**config.mk**
```make
export PLATFORM = sky130hd
export DESIGN_NAME = windowed_substring_search_core
export DESIGN_NICKNAME = d
export VERILOG_FILES = /design/src/wsrch_pkg.sv /design/src/wsrch_cell.sv /design/src/wsrch_skid.sv /design/src/windowed_substring_search_core.sv
export SDC_FILE = /design/constraint.sdc
export NUM_CORES = 1
export LEC_CHECK = 0
export CAP_MARGIN = 30
export CELL_PAD_IN_SITES_DETAIL_PLACEMENT = 0
export CELL_PAD_IN_SITES_GLOBAL_PLACEMENT = 1
export CORE_MARGIN = 8
export CORE_UTILIZATION = 30
export CTS_BUF_LIST = sky130_fd_sc_hd__clkbuf_16
export CTS_CLUSTER_DIAMETER = 40
export DETAILED_ROUTE_END_ITERATION = 10
export DONT_BUFFER_PORTS = 1
export GPL_ROUTABILITY_DRIVEN = 0
export GPL_TIMING_DRIVEN = 1
export HOLD_SLACK_MARGIN = 0.12
export MAX_ROUTING_LAYER = met4
export PLACE_DENSITY_LB_ADDON = 0.1
export SLEW_MARGIN = 15
export SYNTH_ARGS = -nofsm -noshare
export SYNTH_HDL_FRONTEND = slang
export SYNTH_SLANG_ARGS = --single-unit
```
**constraint.sdc**
```tcl
create_clock -name clk -period 4.1 [get_ports clk]
set_input_delay 0.82 -clock clk [delete_from_list [all_inputs] [get_ports clk]]
set_output_delay 0.82 -clock clk [all_outputs]
set_load 0.01 [all_outputs]
```
**src/wsrch_pkg.sv**
```systemverilog
package wsrch_pkg;

  // Default build size
  localparam int PATTERN_MAX_DEF = 16;
  localparam int INDEX_BITS_DEF  = 16;

  // Register file geometry: 64-bit registers at byte address 8*i
  localparam int DATA_W  = 64;
  localparam int ADDR_W  = 6;
  localparam int REG_IDX_W = 3;

  // Fixed field widths
  localparam int BYTE_W  = 8;
  localparam int MIDX_W  = 16;
  localparam int LEN_W   = 5;
  localparam int WIN_W   = 16;
  localparam int TDATA_IN_W  = 8;
  localparam int TDATA_OUT_W = 24;

  // Register indexes
  typedef enum logic [REG_IDX_W-1:0] {
    REG_PATTERN_LOW    = 3'd0,
    REG_PATTERN_HIGH   = 3'd1,
    REG_PATTERN_LENGTH = 3'd2,
    REG_WINDOW_START   = 3'd3,
    REG_WINDOW_END     = 3'd4
  } reg_idx_t;

  // One result item
  typedef struct packed {
    logic [MIDX_W-1:0] match_index;
    logic              found;
  } result_t;

  // Per-cycle control handed to every match cell
  typedef struct packed {
    logic adv;        // an item is accepted this cycle
    logic clear;      // that item ends the text
    logic in_window;  // its position lies in the search window
  } cell_ctrl_t;

endpackage

```
**src/wsrch_cell.sv**
```systemverilog
module wsrch_cell (
  input  logic                         clk,
  input  logic                         rst,
  input  wsrch_pkg::cell_ctrl_t        ctrl,
  input  logic                         active,
  input  logic [wsrch_pkg::BYTE_W-1:0] pat_byte,
  input  logic [wsrch_pkg::BYTE_W-1:0] text_byte,
  input  logic                         match_prev,
  output logic                         match,
  output logic                         match_next
);

  // Extend the neighbour's partial match by this cell's pattern byte
  always_comb begin
    if (ctrl.in_window) begin
      match_next = match_prev & active & (pat_byte == text_byte);
    end else begin
      match_next = 1'b0;
    end
  end

  // Hold between items; drop at the end of a text
  always_ff @(posedge clk) begin
    if (rst) begin
      match <= 1'b0;
    end else if (ctrl.adv) begin
      match <= ctrl.clear ? 1'b0 : match_next;
    end
  end

endmodule

```
**src/wsrch_skid.sv**
```systemverilog
module wsrch_skid (
  input  logic                 clk,
  input  logic                 rst,
  input  logic                 push,
  input  wsrch_pkg::result_t   push_data,
  output logic                 space,
  output logic                 out_valid,
  input  logic                 out_ready,
  output wsrch_pkg::result_t   out_data
);

  logic               skid_valid;
  wsrch_pkg::result_t skid_data;
  logic               pop;

  assign pop   = out_valid & out_ready;
  assign space = ~skid_valid;

  // Output register with one skid entry behind it
  always_ff @(posedge clk) begin
    if (rst) begin
      out_valid  <= 1'b0;
      skid_valid <= 1'b0;
    end else if (!out_valid || pop) begin
      if (skid_valid) begin
        out_valid  <= 1'b1;
        skid_valid <= push;
      end else begin
        out_valid  <= push;
      end
    end else if (push) begin
      skid_valid <= 1'b1;
    end
  end

  // Payload moves without reset
  always_ff @(posedge clk) begin
    if (!out_valid || pop) begin
      if (skid_valid) begin
        out_data <= skid_data;
        if (push) begin
          skid_data <= push_data;
        end
      end else if (push) begin
        out_data <= push_data;
      end
    end else if (push) begin
      skid_data <= push_data;
    end
  end

endmodule

```
**src/windowed_substring_search_core.sv**
```systemverilog
// Windowed first-occurrence substring search. Text arrives one byte per item on the s_ side
// (tlast marks the final byte); one item is taken every clock cycle while s_tready is high,
// each updating a row of PATTERN_MAX match cells that pass a shift-and match bit
// from neighbour to neighbour. Exactly one result per text leaves on the m_ side: at the
// first complete match inside the window [window_start, window_end) (window_end of zero
// means open-ended), or with found clear on the last byte. Results go through an output
// register with a one-entry skid, so input stalls only when two results wait downstream.
// Registers must be written over APB only while no text is in progress; the core never checks.
module windowed_substring_search_core #(
  parameter int PATTERN_MAX = wsrch_pkg::PATTERN_MAX_DEF,
  parameter int INDEX_BITS  = wsrch_pkg::INDEX_BITS_DEF
) (
  input  logic                              clk,
  input  logic                              rst,
  // APB configuration
  input  logic                              psel,
  input  logic                              penable,
  input  logic                              pwrite,
  input  logic [wsrch_pkg::ADDR_W-1:0]      paddr,
  input  logic [wsrch_pkg::DATA_W-1:0]      pwdata,
  output logic [wsrch_pkg::DATA_W-1:0]      prdata,
  output logic                              pready,
  // Text input
  input  logic                              s_tvalid,
  output logic                              s_tready,
  input  logic [wsrch_pkg::TDATA_IN_W-1:0]  s_tdata,  // [7:0] text_byte
  input  logic                              s_tlast,  // last
  // Result output
  output logic                              m_tvalid,
  input  logic                              m_tready,
  output logic [wsrch_pkg::TDATA_OUT_W-1:0] m_tdata   // [0] found, [16:1] match_index, [23:17] 0
);

  localparam int LW  = (PATTERN_MAX > 1) ? $clog2(PATTERN_MAX) : 1;
  localparam int PW  = INDEX_BITS + 1;
  localparam int CW  = (PW > wsrch_pkg::WIN_W + 1) ? PW : wsrch_pkg::WIN_W + 1;

  // Configuration registers
  logic [wsrch_pkg::DATA_W-1:0] pattern_low;
  logic [wsrch_pkg::DATA_W-1:0] pattern_high;
  logic [wsrch_pkg::LEN_W-1:0]  pattern_length;
  logic [wsrch_pkg::WIN_W-1:0]  window_start;
  logic [wsrch_pkg::WIN_W-1:0]  window_end;

  logic                          cfg_wr;
  logic [wsrch_pkg::REG_IDX_W-1:0] cfg_idx;

  assign pready  = 1'b1;
  assign cfg_wr  = psel & penable & pwrite;
  assign cfg_idx = paddr[wsrch_pkg::ADDR_W-1:3];

  // Register writes
  always_ff @(posedge clk) begin
    if (rst) begin
      pattern_low    <= '0;
      pattern_high   <= '0;
      pattern_length <= wsrch_pkg::LEN_W'(1);
      window_start   <= '0;
      window_end     <= '0;
    end else if (cfg_wr) begin
      unique case (cfg_idx)
        wsrch_pkg::REG_PATTERN_LOW:    pattern_low    <= pwdata;
        wsrch_pkg::REG_PATTERN_HIGH:   pattern_high   <= pwdata;
        wsrch_pkg::REG_PATTERN_LENGTH: pattern_length <= pwdata[wsrch_pkg::LEN_W-1:0];
        wsrch_pkg::REG_WINDOW_START:   window_start   <= pwdata[wsrch_pkg::WIN_W-1:0];
        wsrch_pkg::REG_WINDOW_END:     window_end     <= pwdata[wsrch_pkg::WIN_W-1:0];
        default: ;
      endcase
    end
  end

  // Register reads
  always_comb begin
    unique case (cfg_idx)
      wsrch_pkg::REG_PATTERN_LOW:    prdata = pattern_low;
      wsrch_pkg::REG_PATTERN_HIGH:   prdata = pattern_high;
      wsrch_pkg::REG_PATTERN_LENGTH: prdata = wsrch_pkg::DATA_W'(pattern_length);
      wsrch_pkg::REG_WINDOW_START:   prdata = wsrch_pkg::DATA_W'(window_start);
      wsrch_pkg::REG_WINDOW_END:     prdata = wsrch_pkg::DATA_W'(window_end);
      default:                       prdata = '0;
    endcase
  end

  // Effective pattern length, clamped to 1..PATTERN_MAX
  logic [wsrch_pkg::LEN_W-1:0] len_eff;
  logic [wsrch_pkg::LEN_W-1:0] len_m1_full;
  logic [LW-1:0]               len_m1;

  always_comb begin
    if (pattern_length == '0) begin
      len_eff = wsrch_pkg::LEN_W'(1);
    end else if (pattern_length > wsrch_pkg::LEN_W'(PATTERN_MAX)) begin
      len_eff = wsrch_pkg::LEN_W'(PATTERN_MAX);
    end else begin
      len_eff = pattern_length;
    end
  end

  assign len_m1_full = len_eff - wsrch_pkg::LEN_W'(1);
  assign len_m1      = len_m1_full[LW-1:0];

  // Text state
  logic [PW-1:0] position;
  logic          reported;
  logic          accept;
  logic          in_window;
  logic [CW-1:0] pos_ext;
  logic [CW-1:0] wstart_ext;
  logic [CW-1:0] wend_ext;

  assign accept     = s_tvalid & s_tready;
  assign pos_ext    = CW'(position);
  assign wstart_ext = CW'(window_start);
  assign wend_ext   = CW'(window_end);
  assign in_window  = ~position[INDEX_BITS] && (pos_ext >= wstart_ext) &&
                      ((window_end == '0) || (pos_ext < wend_ext));

  // Row of match cells
  wsrch_pkg::cell_ctrl_t  ctrl;
  logic [PATTERN_MAX-1:0] match_vec;
  logic [PATTERN_MAX-1:0] match_vec_next;
  logic [2*wsrch_pkg::DATA_W-1:0] pattern_all;

  assign ctrl.adv       = accept;
  assign ctrl.clear     = s_tlast;
  assign ctrl.in_window = in_window;
  assign pattern_all    = {pattern_high, pattern_low};

  for (genvar i = 0; i < PATTERN_MAX; i++) begin : g_cell
    logic prev;
    logic active;

    if (i == 0) begin : g_head
      assign prev = 1'b1;
    end else begin : g_link
      assign prev = match_vec[i-1];
    end

    assign active = (wsrch_pkg::LEN_W'(i) < len_eff);

    wsrch_cell u_cell (
      .clk        (clk),
      .rst        (rst),
      .ctrl       (ctrl),
      .active     (active),
      .pat_byte   (pattern_all[wsrch_pkg::BYTE_W*i +: wsrch_pkg::BYTE_W]),
      .text_byte  (s_tdata[wsrch_pkg::BYTE_W-1:0]),
      .match_prev (prev),
      .match      (match_vec[i]),
      .match_next (match_vec_next[i])
    );
  end

  // Result decision
  logic               hit;
  logic               push;
  logic [CW-1:0]      start_pos;
  wsrch_pkg::result_t res;

  assign hit       = in_window & match_vec_next[len_m1];
  assign push      = accept & ~reported & (hit | s_tlast);
  assign start_pos = pos_ext - CW'(len_m1_full);

  always_comb begin
    res.found       = hit;
    res.match_index = hit ? start_pos[wsrch_pkg::MIDX_W-1:0] : '0;
  end

  // Advance position (saturating), mark the answer, clear at end of text
  always_ff @(posedge clk) begin
    if (rst) begin
      position <= '0;
      reported <= 1'b0;
    end else if (accept) begin
      if (s_tlast) begin
        position <= '0;
        reported <= 1'b0;
      end else begin
        if (!position[INDEX_BITS]) begin
          position <= position + PW'(1);
        end
        if (push) begin
          reported <= 1'b1;
        end
      end
    end
  end

  // Output register and skid
  wsrch_pkg::result_t out_res;

  wsrch_skid u_skid (
    .clk       (clk),
    .rst       (rst),
    .push      (push),
    .push_data (res),
    .space     (s_tready),
    .out_valid (m_tvalid),
    .out_ready (m_tready),
    .out_data  (out_res)
  );

  assign m_tdata = wsrch_pkg::TDATA_OUT_W'({out_res.match_index, out_res.found});

endmodule

```
==> out/summary.txt <==
slowest stage delay, CP: 0.66 ns
max_slew headroom: 39.5%
number of synthesized flops with an enable pin: 34
first-pass GRT wire length: 72.0 mm
Synth area leaders: dfxtp_1 (31%), nand2_1 (12%), edfxtp_1 (8.0%), a21oi_1 (7.5%), xnor2_1 (6.6%)
part of the Yosys area used for sequential elements: 39.4%
CTS tree: done
CTS sink cnt: 234
worst-path cell chain: nor3_2, nor2_1, nor2_4, inv_2, ha_1, xnor2_1, nor4_1, a31oi_1, o311ai_1, nand4_4, a21oi_1, buf_4
Hold Slack: 0.335 ns
# rows: 75
Highest Clock Rate: 0.267 GHz
die height: 222 microns
worst-margin pin slew: 0.908 ns
asr flop ratio synth: 0%
I/O pins: 177
Synth Area per Inst: 8.14 sq um
Max FO, Critical Path: 12
minimum clock period: 3.75 ns
Yosys reg bits: 234
total CTS buffers: 52
synth cell count leaders: nand2_1 (397), dfxtp_1 (200), a21oi_1 (190)
via count: 10900
Tcrit/Tclk final: 91.5%
hold worst-path end: pos_ext[11]
HP Start: rst
ys flop type: dfxtp_1
CTS HTree Levels: 2
clk root buf: clkbuf_16
Core ar.: 41900 sq um
run status: finished clean
power density cells: 456 nW/um^2
Crit Path Class: register to register
Residual DRC: 0
Vias/cell: 5.13
NumNets Final: 1663
postcts setup bufs: 0
Static Leak: 5.10 nW
Die ar.: 49400 sq um
count of cell types in the netlist: 69
maximum vdd drop: 243 uV
Reg2Reg Depth: 12
GR Overflow Total: 0
number of max-cap violations: 0
layout cells sized above 1: 9.44%
Worst-path clk slew: 0.05 ns
Initial Util: 30.4%
worst clock skew: 0.0187 ns
total track usage: 19.4%
Port Buf Inserts: 0
Antenna diodes: 0
clk_lat worst skew: 0.57 ns
RSZ-0062 raised after global routing: false
instance count of the mapped netlist: 1567
Hold Vio Cnt, Final: 0
Hold WC Path Type: primary input to register
Slew Viols, Final: 0
starting DRC count in detailed routing: 667
Mapped Area: 12800 sq um
FF-to-FF Start: pattern_length[1]
dominant cell type by area after synthesis: dfxtp_1
DP HPWL: 32.1 mm
die span in x: 222 microns
Worst EP required: 4.36 ns
hold-critical path depth: 1
clk buf depth: 3
R2R Path End: u_skid.skid_data[6]
Resize count post-CTS: 0
post-route ant nets: 0
R2R setup slack: 0.35 ns
area growth from synthesis to layout: 16.7%
Initial DRT Pass Iterations: 5
Routed WL: 47.6 mm
data arrival time of the worst path: 4.01 ns
Crit. End Element: register
# setup viols final: 0
Fin Setup TNS: 0 ns
YS warnings: 0
CP max-delay cell: o311ai_1
pin count of the biggest net entering global routing: 194
Startpoint Class: register
mean routed wirelength per cell: 22.5 microns
top cell type's share of synthesized area: 31.4%
vias in the first global route: 11100
CTS Hold Bufs: 0
initial antenna violation count: 0
top-count cell post-synth: nand2_1
==> registers in the layout (all words and copies together) (netlist names) <==
register             cells
pattern_high            64
pattern_low             64
pos_ext                 17
u_skid.out_data         17
u_skid.skid_data        17
window_end              16
window_start            16
g_cell.u_cell.match     15
pattern_length           5
reported                 1
u_skid.out_valid         1
u_skid.skid_valid        1
==> critical path, delay by kind of cell (launching register included) <==
family,cells,cell delay [ns]
DFF,1,0.31
adders and majority gates,1,0.25
xor gates and xnor gates,1,0.27
buffers and inverters,2,0.31
AOI/OAI and AO/OA,3,1.01
and+or+nand+nor,5,1.27
==> area by class of cell <==
cell class              count  area [sq um]
fillers                  4399         27100
inverters                  44           165
multi-input cells        1172          7000
clock buffers              52          1300
flip-flops and latches    234          5020
well taps                 539           674
clock inverters            43           428
repair buffers             33           298
==> layout by cell type, fill, tap and decap left out, drive strengths merged, types with 9 or more instances in the layout <==
master / count
nand2: 397
dfxtp: 200
a21oi: 190
xnor2: 96
nor2: 65
clkbuf: 52
inv: 52
a22o: 48
a22oi: 47
xor2: 46
ha: 39
edfxtp: 34
buf: 33
nor4: 25
clkinv: 23
nand4: 22
nand3: 20
nor3: 18
o21ai: 18
o31ai: 17
nor2b: 10
nand2b: 9
a21o: 9
and3: 9
==> worst max path at each step <==
stage                       from                  end  slack (ns)  cells after the start
2_1_floorplan         s_tdata[0]  u_skid.skid_data[0]        0.26                     10
3_3_place_gp   pattern_length[1]  u_skid.skid_data[1]        0.41                     12
3_5_place_dp   pattern_length[1]  u_skid.skid_data[1]        0.33                     12
4_1_cts        pattern_length[1]  u_skid.skid_data[8]        0.31                     12
5_1_grt        pattern_length[1]  u_skid.skid_data[6]        0.11                     12
6_report       pattern_length[1]  u_skid.skid_data[6]        0.35                     12
==> kinds of logic (layout without fill, tap and decap cells) <==
group | Yosys count | in the layout | synth area share (%)
AND/OR/NAND/NOR | 597 | 597 | 20.4
multiplexers | 11 | 11 | 0.912
adder cells (fa/ha/maj) | 40 | 40 | 3.98
AO/OA/AOI/OAI | 374 | 374 | 19.4
flip-flops | 234 | 234 | 39.4
buffers and inverters | 167 | 172 | 6.13
other | 2 | 8 | 0.0589
XOR/XNOR | 142 | 142 | 9.75
==> stage by stage <==
stage	std cells	cell area [sq um]	worst slack, ns	total power [mW]	util (%)
2_1_floorplan	1573	12800	0.259	2.68	-
3_3_place_gp	2022	13200	0.411	2.69	31.4
3_5_place_dp	2022	13200	0.329	2.69	31.4
4_1_cts	2117	14900	0.313	6.90	35.5
5_1_grt	2117	14900	0.110	7.04	35.5
6_report	2117	14900	0.349	6.79	35.5
==> where the power goes <==
part / internal, mW / switching, mW
Clock: 2.78 / 1.36
Sequential: 2.36 / 0.0228
Combinational: 0.103 / 0.161
Total: 5.24 / 1.55
==> routing by layer <==
layer / share of wire [%] / track usage [%] / vias up
met5: 0 / - / -
met1: 43 / 23.1 / 5178
met3: 7.4 / 6.09 / 75
met4: 2.3 / 5.64 / 0
li1: - / - / 5346
met2: 48 / 31.4 / 259
No activity file was read; power rests on OpenSTA's default activity.
